`src/rtl/crop_nearest_neighbor_downscaler_defines.svh`:
```
// Assertion helpers for the crop and nearest-neighbour downscaler.
`ifndef CROP_NEAREST_NEIGHBOR_DOWNSCALER_DEFINES_SVH
`define CROP_NEAREST_NEIGHBOR_DOWNSCALER_DEFINES_SVH

// Same-cycle implication, checked out of reset
`define CNND_ASSERT_NOW(lbl, clk, rst_n, ante, cons, msg) \
  lbl: assert property (@(posedge clk) disable iff (!rst_n) (ante) |-> (cons)) \
    else $error(msg);

// Next-cycle implication, checked out of reset
`define CNND_ASSERT_NEXT(lbl, clk, rst_n, ante, cons, msg) \
  lbl: assert property (@(posedge clk) disable iff (!rst_n) (ante) |=> (cons)) \
    else $error(msg);

`endif

```
`src/rtl/cnnd_pkg.sv`:
```
package cnnd_pkg;

  // Field widths fixed by the interface
  localparam int CFG_W     = 13;
  localparam int CFG_IDX_W = 3;
  localparam int PIX_W     = 16;
  localparam int COORD_W   = 12;
  // Accumulators hold products of two dimensions
  localparam int ACC_W     = 2 * CFG_W;

  // Register reset values (before saturation to the maximum dimension)
  localparam int LINE_WIDTH_RST  = 1800;
  localparam int KEEP_WIDTH_RST  = 1665;
  localparam int KEEP_HEIGHT_RST = 368;
  localparam int OUT_WIDTH_RST   = 800;
  localparam int OUT_HEIGHT_RST  = 170;

  typedef logic [CFG_W-1:0]   cnnd_dim_t;
  typedef logic [ACC_W-1:0]   cnnd_acc_t;
  typedef logic [PIX_W-1:0]   cnnd_pix_t;
  typedef logic [COORD_W-1:0] cnnd_coord_t;

  typedef enum logic [CFG_IDX_W-1:0] {
    REG_LINE_WIDTH  = 3'd0,
    REG_KEEP_WIDTH  = 3'd1,
    REG_KEEP_HEIGHT = 3'd2,
    REG_OUT_WIDTH   = 3'd3,
    REG_OUT_HEIGHT  = 3'd4
  } cnnd_reg_idx_t;

  typedef struct packed {
    cnnd_dim_t line_width;
    cnnd_dim_t keep_width;
    cnnd_dim_t keep_height;
    cnnd_dim_t out_width;
    cnnd_dim_t out_height;
  } cnnd_cfg_t;

  typedef struct packed {
    cnnd_pix_t   pixel;
    cnnd_coord_t x;
    cnnd_coord_t y;
    logic        last;
  } cnnd_res_t;

endpackage

```
`src/rtl/crop_nearest_neighbor_downscaler.sv`:
```
// Crop and nearest-neighbour downscaler for a raster stream of RGB565 pixels.
// Input channel (in_valid/in_ready): one source pixel per item, with
// in_frame_start set on the first pixel of a frame to clear all counters.
// Output channel (out_valid/out_ready): one selected pixel with its output
// column, row and a frame_last mark; source pixels outside the crop or not
// picked by the resampling give no output item.
// Configuration channel (cfg_valid/cfg_ready, always ready): register index
// 0..4 = line width, keep width, keep height, out width, out height. Values
// above MAX_DIM clip to MAX_DIM. Write only while the block is idle.
// Path: an accepted item is registered in the input register, evaluated and, if
// selected, placed in the output register, from which it can then be taken.
// Throughput: one item per clock while the output is not stalled.
// Reset (rst_n low, synchronous) restores register defaults, clears counters
// and empties both pipeline registers.
// When the receiver stalls, the output holds; one further item waits in the
// input register and in_ready drops until the output drains.
module crop_nearest_neighbor_downscaler #(
  parameter int MAX_DIM = 4096
) (
  input  logic                           clk,
  input  logic                           rst_n,
  input  logic                           in_valid,
  output logic                           in_ready,
  input  logic [cnnd_pkg::PIX_W-1:0]     in_pixel_in,
  input  logic                           in_frame_start,
  output logic                           out_valid,
  input  logic                           out_ready,
  output logic [cnnd_pkg::PIX_W-1:0]     out_pixel_out,
  output logic [cnnd_pkg::COORD_W-1:0]   out_x,
  output logic [cnnd_pkg::COORD_W-1:0]   out_y,
  output logic                           out_frame_last,
  input  logic                           cfg_valid,
  output logic                           cfg_ready,
  input  logic [cnnd_pkg::CFG_IDX_W-1:0] cfg_index,
  input  logic [cnnd_pkg::CFG_W-1:0]     cfg_data
);
  import cnnd_pkg::*;

`include "crop_nearest_neighbor_downscaler_defines.svh"

  cnnd_cfg_t cfg;
  cnnd_res_t sel_res;
  cnnd_res_t out_res;
  logic      hit;
  logic      advance;

  // Input register stage
  logic      s1_valid_r;
  cnnd_pix_t s1_pixel_r;
  logic      s1_start_r;

  assign advance  = s1_valid_r && (!out_valid || out_ready);
  assign in_ready = !s1_valid_r || advance;

  always_ff @(posedge clk) begin
    if (!rst_n) begin
      s1_valid_r <= 1'b0;
    end else if (in_ready) begin
      s1_valid_r <= in_valid;
    end
  end

  always_ff @(posedge clk) begin
    if (in_valid && in_ready) begin
      s1_pixel_r <= in_pixel_in;
      s1_start_r <= in_frame_start;
    end
  end

  cnnd_cfg_regs #(
    .MAX_DIM (MAX_DIM)
  ) u_cfg (
    .clk       (clk),
    .rst_n     (rst_n),
    .cfg_valid (cfg_valid),
    .cfg_ready (cfg_ready),
    .cfg_index (cfg_index),
    .cfg_data  (cfg_data),
    .cfg       (cfg)
  );

  cnnd_select u_sel (
    .clk         (clk),
    .rst_n       (rst_n),
    .advance     (advance),
    .pixel       (s1_pixel_r),
    .frame_start (s1_start_r),
    .cfg         (cfg),
    .hit         (hit),
    .res         (sel_res)
  );

  cnnd_out_reg u_out (
    .clk       (clk),
    .rst_n     (rst_n),
    .load      (advance && hit),
    .res_in    (sel_res),
    .out_ready (out_ready),
    .out_valid (out_valid),
    .res_out   (out_res)
  );

  assign out_pixel_out  = out_res.pixel;
  assign out_x          = out_res.x;
  assign out_y          = out_res.y;
  assign out_frame_last = out_res.last;

  // A selected pixel always reaches the output register
  `CNND_ASSERT_NEXT(a_hit_loads, clk, rst_n, advance && hit, out_valid,
                    "selected pixel did not reach the output")
  // A held item and a stalled output leave no room for another
  `CNND_ASSERT_NOW(a_full_stall, clk, rst_n, s1_valid_r && out_valid && !out_ready,
                   !in_ready, "input accepted while both stages are full")
  // The end-of-frame pixel sits in the last output column
  `CNND_ASSERT_NOW(a_last_col, clk, rst_n, out_valid && out_frame_last,
                   out_x == cfg.out_width[COORD_W-1:0] - 1'b1,
                   "frame_last off the last output column")

endmodule

```
`src/rtl/cnnd_cfg_regs.sv`:
```
module cnnd_cfg_regs #(
  parameter int MAX_DIM = 4096
) (
  input  logic                           clk,
  input  logic                           rst_n,
  input  logic                           cfg_valid,
  output logic                           cfg_ready,
  input  logic [cnnd_pkg::CFG_IDX_W-1:0] cfg_index,
  input  logic [cnnd_pkg::CFG_W-1:0]     cfg_data,
  output cnnd_pkg::cnnd_cfg_t            cfg
);
  import cnnd_pkg::*;

  // Reset values clipped to the largest supported dimension
  localparam cnnd_dim_t LW_RST = (LINE_WIDTH_RST > MAX_DIM) ? CFG_W'(MAX_DIM)
                                                            : CFG_W'(LINE_WIDTH_RST);
  localparam cnnd_dim_t KW_RST = (KEEP_WIDTH_RST > MAX_DIM) ? CFG_W'(MAX_DIM)
                                                            : CFG_W'(KEEP_WIDTH_RST);
  localparam cnnd_dim_t KH_RST = (KEEP_HEIGHT_RST > MAX_DIM) ? CFG_W'(MAX_DIM)
                                                             : CFG_W'(KEEP_HEIGHT_RST);
  localparam cnnd_dim_t OW_RST = (OUT_WIDTH_RST > MAX_DIM) ? CFG_W'(MAX_DIM)
                                                           : CFG_W'(OUT_WIDTH_RST);
  localparam cnnd_dim_t OH_RST = (OUT_HEIGHT_RST > MAX_DIM) ? CFG_W'(MAX_DIM)
                                                            : CFG_W'(OUT_HEIGHT_RST);

  cnnd_cfg_t cfg_r;
  cnnd_cfg_t cfg_nxt;
  cnnd_dim_t sat_val;

  assign cfg_ready = 1'b1;
  assign cfg       = cfg_r;

  // Oversized writes clip to the maximum dimension
  assign sat_val = (32'(cfg_data) > MAX_DIM) ? CFG_W'(MAX_DIM) : cfg_data;

  always_comb begin
    cfg_nxt = cfg_r;
    if (cfg_valid) begin
      unique case (cnnd_reg_idx_t'(cfg_index))
        REG_LINE_WIDTH:  cfg_nxt.line_width  = sat_val;
        REG_KEEP_WIDTH:  cfg_nxt.keep_width  = sat_val;
        REG_KEEP_HEIGHT: cfg_nxt.keep_height = sat_val;
        REG_OUT_WIDTH:   cfg_nxt.out_width   = sat_val;
        REG_OUT_HEIGHT:  cfg_nxt.out_height  = sat_val;
        default:         cfg_nxt = cfg_r;
      endcase
    end
  end

  always_ff @(posedge clk) begin
    if (!rst_n) begin
      cfg_r.line_width  <= LW_RST;
      cfg_r.keep_width  <= KW_RST;
      cfg_r.keep_height <= KH_RST;
      cfg_r.out_width   <= OW_RST;
      cfg_r.out_height  <= OH_RST;
    end else begin
      cfg_r <= cfg_nxt;
    end
  end

endmodule

```
`src/rtl/cnnd_select.sv`:
```
module cnnd_select (
  input  logic                clk,
  input  logic                rst_n,
  input  logic                advance,
  input  cnnd_pkg::cnnd_pix_t pixel,
  input  logic                frame_start,
  input  cnnd_pkg::cnnd_cfg_t cfg,
  output logic                hit,
  output cnnd_pkg::cnnd_res_t res
);
  import cnnd_pkg::*;

  cnnd_dim_t src_col_r, src_col_nxt;
  cnnd_dim_t src_row_r, src_row_nxt;
  cnnd_dim_t dst_col_r, dst_col_nxt;
  cnnd_dim_t dst_row_r, dst_row_nxt;
  cnnd_acc_t col_need_r, col_need_nxt;
  cnnd_acc_t col_have_r, col_have_nxt;
  cnnd_acc_t row_need_r, row_need_nxt;
  cnnd_acc_t row_have_r, row_have_nxt;

  // Current state, cleared by a frame start
  cnnd_dim_t sc, sr, dc, dr;
  cnnd_acc_t cn, ch, rn, rh;
  logic      row_sel, col_sel, row_end;

  always_comb begin
    sc = frame_start ? '0 : src_col_r;
    sr = frame_start ? '0 : src_row_r;
    dc = frame_start ? '0 : dst_col_r;
    dr = frame_start ? '0 : dst_row_r;
    cn = frame_start ? '0 : col_need_r;
    ch = frame_start ? '0 : col_have_r;
    rn = frame_start ? '0 : row_need_r;
    rh = frame_start ? '0 : row_have_r;
  end

  // Row and column selection by accumulator comparison
  assign row_sel = (sr < cfg.keep_height) && (dr < cfg.out_height) &&
                   ({1'b0, rn} < ({1'b0, rh} + (ACC_W+1)'(cfg.out_height)));
  assign col_sel = (sc < cfg.keep_width) && (dc < cfg.out_width) &&
                   ({1'b0, cn} < ({1'b0, ch} + (ACC_W+1)'(cfg.out_width)));
  assign hit     = row_sel && col_sel;
  assign row_end = ({1'b0, sc} + 1'b1) >= {1'b0, cfg.line_width};

  // Result payload
  always_comb begin
    res.pixel = pixel;
    res.x     = dc[COORD_W-1:0];
    res.y     = dr[COORD_W-1:0];
    res.last  = (({1'b0, dc} + 1'b1) == {1'b0, cfg.out_width}) &&
                (({1'b0, dr} + 1'b1) == {1'b0, cfg.out_height});
  end

  // Counter and accumulator update
  always_comb begin
    src_col_nxt  = sc + 1'b1;
    src_row_nxt  = sr;
    dst_col_nxt  = hit ? dc + 1'b1 : dc;
    dst_row_nxt  = dr;
    col_need_nxt = hit ? cn + ACC_W'(cfg.keep_width) : cn;
    col_have_nxt = ch + ACC_W'(cfg.out_width);
    row_need_nxt = rn;
    row_have_nxt = rh;
    if (row_end) begin
      src_col_nxt  = '0;
      dst_col_nxt  = '0;
      col_need_nxt = '0;
      col_have_nxt = '0;
      if (row_sel) begin
        dst_row_nxt  = dr + 1'b1;
        row_need_nxt = rn + ACC_W'(cfg.keep_height);
      end
      // rows past the kept height are dropped
      if (sr < cfg.keep_height) begin
        src_row_nxt  = sr + 1'b1;
        row_have_nxt = rh + ACC_W'(cfg.out_height);
      end
    end
  end

  always_ff @(posedge clk) begin
    if (!rst_n) begin
      src_col_r  <= '0;
      src_row_r  <= '0;
      dst_col_r  <= '0;
      dst_row_r  <= '0;
      col_need_r <= '0;
      col_have_r <= '0;
      row_need_r <= '0;
      row_have_r <= '0;
    end else if (advance) begin
      src_col_r  <= src_col_nxt;
      src_row_r  <= src_row_nxt;
      dst_col_r  <= dst_col_nxt;
      dst_row_r  <= dst_row_nxt;
      col_need_r <= col_need_nxt;
      col_have_r <= col_have_nxt;
      row_need_r <= row_need_nxt;
      row_have_r <= row_have_nxt;
    end
  end

endmodule

```
`src/rtl/cnnd_out_reg.sv`:
```
module cnnd_out_reg (
  input  logic                clk,
  input  logic                rst_n,
  input  logic                load,
  input  cnnd_pkg::cnnd_res_t res_in,
  input  logic                out_ready,
  output logic                out_valid,
  output cnnd_pkg::cnnd_res_t res_out
);
  import cnnd_pkg::*;

  logic      valid_r, valid_nxt;
  cnnd_res_t res_r;

  assign out_valid = valid_r;
  assign res_out   = res_r;

  // Holds until taken; a new item may load as the old one leaves
  always_comb begin
    priority if (load) begin
      valid_nxt = 1'b1;
    end else if (out_ready) begin
      valid_nxt = 1'b0;
    end else begin
      valid_nxt = valid_r;
    end
  end

  always_ff @(posedge clk) begin
    if (!rst_n) begin
      valid_r <= 1'b0;
    end else begin
      valid_r <= valid_nxt;
    end
  end

  always_ff @(posedge clk) begin
    if (load) begin
      res_r <= res_in;
    end
  end

endmodule

```
`config.mk`:
```
export PLATFORM = sky130hd
export DESIGN_NAME = crop_nearest_neighbor_downscaler
export DESIGN_NICKNAME = d
export VERILOG_FILES = /design/src/rtl/cnnd_pkg.sv /design/src/rtl/crop_nearest_neighbor_downscaler.sv /design/src/rtl/cnnd_cfg_regs.sv /design/src/rtl/cnnd_select.sv /design/src/rtl/cnnd_out_reg.sv
export VERILOG_INCLUDE_DIRS = /design/src /design/src/rtl
export SDC_FILE = /design/constraint.sdc
export NUM_CORES = 1
export LEC_CHECK = 0
export BUFFER_PORTS_ARGS = -buffer_cell sky130_fd_sc_hd__buf_2
export CAP_MARGIN = 0
export CORE_MARGIN = 4
export CORE_UTILIZATION = 30
export DETAILED_ROUTE_END_ITERATION = 8
export PLACE_DENSITY = 0.52
export SLEW_MARGIN = 20
export SYNTH_ARGS = -nofsm -noshare
export SYNTH_HDL_FRONTEND = slang
export SYNTH_HIERARCHICAL = 1
export SYNTH_SLANG_ARGS = --single-unit
```
`constraint.sdc`:
```
create_clock -name clk -period 9.6 [get_ports clk]
set_clock_uncertainty 0.05 [all_clocks]
set_input_delay 1.92 -clock clk [delete_from_list [all_inputs] [get_ports clk]]
set_output_delay 1.92 -clock clk [all_outputs]
set_load 0.05 [all_outputs]
```
# Word-level counts from Yosys, hierarchy flattened
# Cells that the tools add are included.
op_classes:
  add_sub_neg: 13
  multipliers: 0
  n_div: 0
  magnitude_cmp: 8
  n_eq_ne: 6
  shifts: 0
  n_mux: 25
  bitwise_logic: 0
  n_reduce_logical: 20
ops:
  columns: ["operator", "n"]
  rows:
  - ["$mux 26", 11]
  - ["$mux 13", 12]
  - ["$add 26x13->26", 4]
  - ["$add 26x13->27", 2]
  - ["$lt 26x27->1", 2]
  - ["$add 13x1->13 const B", 4]
  - ["$lt 13x13->1", 4]
  - ["$add 13x1->14 const B", 3]
  - ["$eq 14x13->1", 2]
  - ["$ge 14x13->1", 1]
  - ["$gt 13x13->1 const B", 1]
  - ["$reduce_and 2->1", 5]
  - ["$logic_and 1x1->1", 9]
  - ["$eq 3x2->1 const B", 2]
  - ["$eq 3x1->1 const B", 1]
  - ["$eq 3x3->1 const B", 1]
  - ["$logic_not 3->1", 1]
  - ["$logic_not 1->1", 2]
  - ["$logic_or 1x1->1", 2]
  - ["$mux 1", 2]
  - ["$reduce_bool 2->1", 1]
word_totals:
  register_bits: 281
  latchBits: 0
  ram_bits: 0
  mem_bits_ro: 0
  input_bits: 38
  output_inout_bits: 44
  wordCells: 93
  memories: 0

# Depth between registers and ports, before layout
depth:
  depth_word: 7
  depth_mapped: 32
  ltp_nobuf: 23

# Cells and area by module
# Netlist, hierarchy kept.
modules_own_cells:
  columns: ["mod", "n_inst", "cells_per_inst", "area_per_inst_um2", "seq_area_each_um2"]
  rows:
  - ["cnnd_select", 1, 1795, 13853.3, 3123.0]
  - ["cnnd_cfg_regs", 1, 250, 2384.8, 1301.2]
  - ["cnnd_out_reg", 1, 44, 1272.5, 1251.2]
  - ["crop_nearest_neighbor_downscaler", 1, 25, 594.3, 530.5]

# Least setup slack after synthesis
# OpenSTA, ideal clock, no wires.
synth_timing:
  path_kind: "register -> register"
  from: "register s1_start_r"
  to: "register u_out.res_r (netlist bit u_out/res_out[0]) (enable)"
  setup_ns: 0.403
  t_arrival_ns: 6.979
  required_time_ns: 9.147
  slack_ns: 2.168
  stages_incl_launch_ff: 30
  n_path_buf: 9
  synth_period_minus_slack_ns: 7.432
  path_cell_list: "edfxtp_1 > buf_4 > clkbuf_1 > buf_2 > buf_2 > buf_1 > buf_2 > buf_1 > clkbuf_1 > nor2b_1 > ha_1 > a21oi_1 > nor2b_1 > a311o_1 > o31ai_1 > o211ai_1 > a31o_2 > clkbuf_1 > nand3_1 > xor2_1 > ha_1 > nand2_1 > o21ai_0 > nor3_1 > nand3_1 > a211o_1 > o41ai_4 > nand3_4 > clkinv_2 > and3_1"
synth_via:
  elab_chain_len: 6
  word_cells_on_any_way: 22
  classes_between: "add/sub: 2; order compare: 6; mux: 8; reduce/logical: 6"
synth_rtl:
  columns: ["item", "line_no", "text"]
  rows:
  - ["start: declaration", "crop_nearest_neighbor_downscaler.sv:50", "logic s1_start_r;"]
  - ["start signal: assignment", "crop_nearest_neighbor_downscaler.sv:66", "s1_start_r <= in_frame_start;"]
  - ["$mux 26, or another cell as far along", "cnnd_select.sv:35", "rh = frame_start ? '0 : row_have_r;"]
  - ["$add 26x13->27, or another cell as far along", "cnnd_select.sv:40", "({1'b0, rn} < ({1'b0, rh} + (ACC_W+1)'(cfg.out_height)));"]
  - ["$lt 26x27->1, or another cell as far along", "cnnd_select.sv:40", null]
  - ["$logic_and 1x1->1 (on tied branches)", "cnnd_select.sv:39, cnnd_select.sv:41", null]
  - ["$logic_and 1x1->1 (*)", "cnnd_select.sv:43", "assign hit = row_sel && col_sel;"]
  - ["via hit", "crop_nearest_neighbor_downscaler.sv:44", "logic hit;"]
  - ["$logic_and 1x1->1 (*)", "crop_nearest_neighbor_downscaler.sv:96", ".load (advance && hit),"]
  - ["end signal: assignment", "cnnd_out_reg.sv:39", "res_r <= res_in;"]
  - ["end: declaration", "cnnd_out_reg.sv:13", "cnnd_res_t res_r;"]
# Mark *: on every way through the listed nets, which the timed path passes. The rest lies on a longest branch.
# A chain may end at the register's enable or synchronous reset.

# Worst setup path in the final report
layout_timing:
  from: "register s1_start_r"
  to: "register u_out.res_r (netlist bit u_out/res_out[27]) (enable)"
# Same word-level chain as after synthesis.

==> results_dict.tcl <==
set metrics [dict create \
    hold_violations 0 \
    syn_to_final_growth_pct 12.4 \
    ys_ff_latch 281 \
    wire_per_inst_um 18.3 \
    synth_edf_count 58 \
    start_kind "register" \
    total_power_mw 2.86 \
    fp.coreArea_mm2 0.0594 \
    r2r_cells 19 \
    final_nets 2348 \
    synth_ff_type "dfxtp_1" \
    max_freq_mhz 148 \
    peakVddDrop_mv 0.0887 \
    yosys.area.top_type "dfxtp_1" \
    slowest_delay_ns 0.83 \
    cts_resized 0 \
    dr_wl_met2_um 22900 \
    dieArea_mm2 0.0643 \
    wl_met1_um 26600 \
    hold_path_class "reg -> reg" \
    clkLatencyLatePin_ns 0.57 \
    rsz0062_at_grt "no" \
    min_period_over_period_pct 70.2 \
    syn-instance-count 2114 \
    synth_area_leaders "dfxtp_1 (25%), ha_1 (12%), edfxtp_1 (9.6%)" \
    arrival_ns 6.87 \
    fin_crit_ns 6.74 \
    die_x_um 254 \
    wirelength_um 53800 \
    cp_max_fo 42 \
    cp-end-kind "register" \
    wl_met3_um 3000 \
    yosysUniqueCellTypes 97 \
    port_buffers 80 \
    clockBufferDepth 3 \
    cts_tree "built" \
    post-place-ws_ns 2.86 \
    ioPinCount 82 \
    cts_setup_buffers 0 \
    gr-total-overflow 0 \
    critical_path.slowest_cell "and3_2" \
    async_reset_ff_share_pct 0 \
    fin_ws_ns 2.86 \
    crit_top_cell "ha_1" \
    worst_pin_slew_ns 1.09 \
    ctsRootBufferMaster "clkbuf_16" \
    worstPathRequired_ns 9.73 \
    yosysWarnings 6 \
    drcViolationCount 0 \
    grt_max_degree 61 \
    maxCapViolCount 0 \
    htreeDepth 2 \
    die_h_um 254 \
    crit_family "simple AND/OR/NAND/NOR gates" \
    p_per_area_mw_per_mm2 141 \
    grt_pass1_vias 14600 \
    diodes 0 \
    path_cells "buf_4 -> nor2b_1 -> ha_1 -> o21ai_0 -> o21ai_1 -> or4b_1 -> a221oi_1 -> nand3_1 -> xor2_1 -> or2_2 -> ha_1 -> or4_1 -> a21oi_1 -> nand4_1 -> o22ai_1 -> a31o_2 -> nand3_4 -> clkinv_2 -> and3_2" \
    critPathBufInv 2 \
    cts_hold_buf 0 \
    avgSynthCellArea_um2 8.56 \
    setup_tns_ns 0 \
    antenna_found_initial 2 \
    dr.pass1.iters 5 \
    clk_pin_slew_ns 0.06 \
    worstSetupPathType "reg -> reg" \
    gp_congestion 0.868 \
    syn_area_mm2 0.0181 \
    setup_violations 0 \
    relSlewSlack_pct 27.2 \
    dp_hpwl_um 38900 \
    initial_utilization_pct 30.5 \
    synth_top_cell_area_share_pct 24.7 \
    layout-drive-gt1-share_pct 10.5 \
    rows 89 \
    postRouteAntennaNets 0 \
    synth_nets 2325 \
    slew_viol_final 0 \
    status "completed" \
    top_layer "met4" \
    vias_per_cell 5.24 \
    synth_seq_area_share_pct 34.3 \
    clkSinkCount 281 \
    grt.total_usage_pct 16.2 \
    hold_depth 0 \
    grt_pass1_wl_um 83000 \
    critical_path_depth 19 \
    dr.first_iter.drc_count 1216 \
    p_leak_nw 8.16 \
    num_vias 15400 \
    cts_buffers 36 \
]
[metrics by stage]
step / instances / hold slack, ns / instance area (um2) / utilization [%]
3_5_place_dp: 2872 / 0.355 / 19100 / 32.2
6_report: 2935 / 0.364 / 20300 / 34.3
3_3_place_gp: 2872 / 0.351 / 19100 / 32.2
4_1_cts: 2935 / 0.365 / 20300 / 34.3
2_1_floorplan: 2114 / 0.367 / 18100 / -
5_1_grt: 2935 / 0.369 / 20300 / 34.3
[final cells by class]
type	count	area (um2)
tap	773	967
sequential	281	6210
fill	6081	39000
clock buffer	44	992
timing repair buffer	102	568
clock inverter	19	218
multi-input combinational	1603	11000
inverter	113	425
[cells in the final DEF (no fill, tap or decap), types with 23 or more instances in the layout]
cell type  count
a21oi_1      120
nor2b_1      134
nand4_1       29
o21ai_0      103
xor2_1        49
inv_1        110
and3_1        25
edfxtp_1      58
a21o_1        29
buf_2         79
nand3_1      124
o211ai_1      24
nand2b_1      23
nor3_1        28
nor2_1       149
a22o_1        30
xnor2_1       90
nand2_1      193
ha_1         169
buf_4         23
dfxtp_1      223
clkbuf_16     37
[final timing paths]
| check | start | slack [ns] | to |
|---|---|---|---|
| setup / recovery | s1_start_r | 2.86 | u_out/res_out[27] |
| hold reg to reg | s1_pixel_r[4] | 0.36 | u_out/res_out[29] |
| hold / removal | s1_pixel_r[4] | 0.36 | u_out/res_out[29] |
| setup reg to reg | s1_start_r | 2.86 | u_out/res_out[27] |
[synth_stat cells (8+ instances only)]
| cell | instances |
|---|---|
| nand2b_1 | 23 |
| nor2_1 | 150 |
| edfxtp_1 | 58 |
| nand3_1 | 124 |
| buf_1 | 12 |
| nor3_1 | 28 |
| clkbuf_1 | 70 |
| o211ai_1 | 24 |
| xnor2_1 | 90 |
| nand2_1 | 193 |
| nand4_1 | 29 |
| inv_1 | 111 |
| dfxtp_1 | 223 |
| a22o_1 | 30 |
| ha_1 | 169 |
| a211o_1 | 8 |
| o21ai_0 | 103 |
| o311ai_0 | 9 |
| nand3b_1 | 15 |
| and3_1 | 26 |
| a211oi_1 | 16 |
| xor2_1 | 49 |
| nor2b_1 | 134 |
| or3_1 | 8 |
| o21a_1 | 16 |
| o21ai_2 | 9 |
| mux2i_1 | 12 |
| a21oi_1 | 120 |
| a21o_1 | 29 |
| a31oi_1 | 10 |
| o2111ai_1 | 8 |
| nor4_1 | 17 |
| buf_4 | 19 |
| buf_2 | 14 |
[logic make-up after synthesis]
group	share of synthesized area, %
buffers and inverters	5.35
AND/OR/NAND/NOR	23.0
multiplexers	0.788
adder cells (fa/ha/maj)	12.1
AO/OA/AOI/OAI	17.8
XOR/XNOR	6.72
other	0.0207
flip-flops	34.3
[layer usage]
layer	GRT usage (%)	vias to the layer above
met2	25.0	391
li1	-	7561
met5	0	-
met4	4.81	0
met3	2.61	79
met1	23.4	7358
[where the power goes]
| part | internal, mW | switching [mW] |
|---|---|---|
| registers | 1.23 | 0.0160 |
| logic | 0.0566 | 0.159 |
| clock network | 0.844 | 0.556 |
[registers in the layout, indices dropped and copies added (netlist names)]
signal            count
s1_valid_r            1
u_sel/row_need_r     26
u_sel/src_col_r      13
u_out/res_out        41
s1_start_r            1
u_sel/col_have_r     26
u_out/out_valid       1
u_sel/row_have_r     26
u_sel/src_row_r      13
s1_pixel_r           16
u_cfg/cfg            65
u_sel/dst_row_r      13
u_sel/col_need_r     26
u_sel/dst_col_r      13
(Power assumes the default switching activity.)
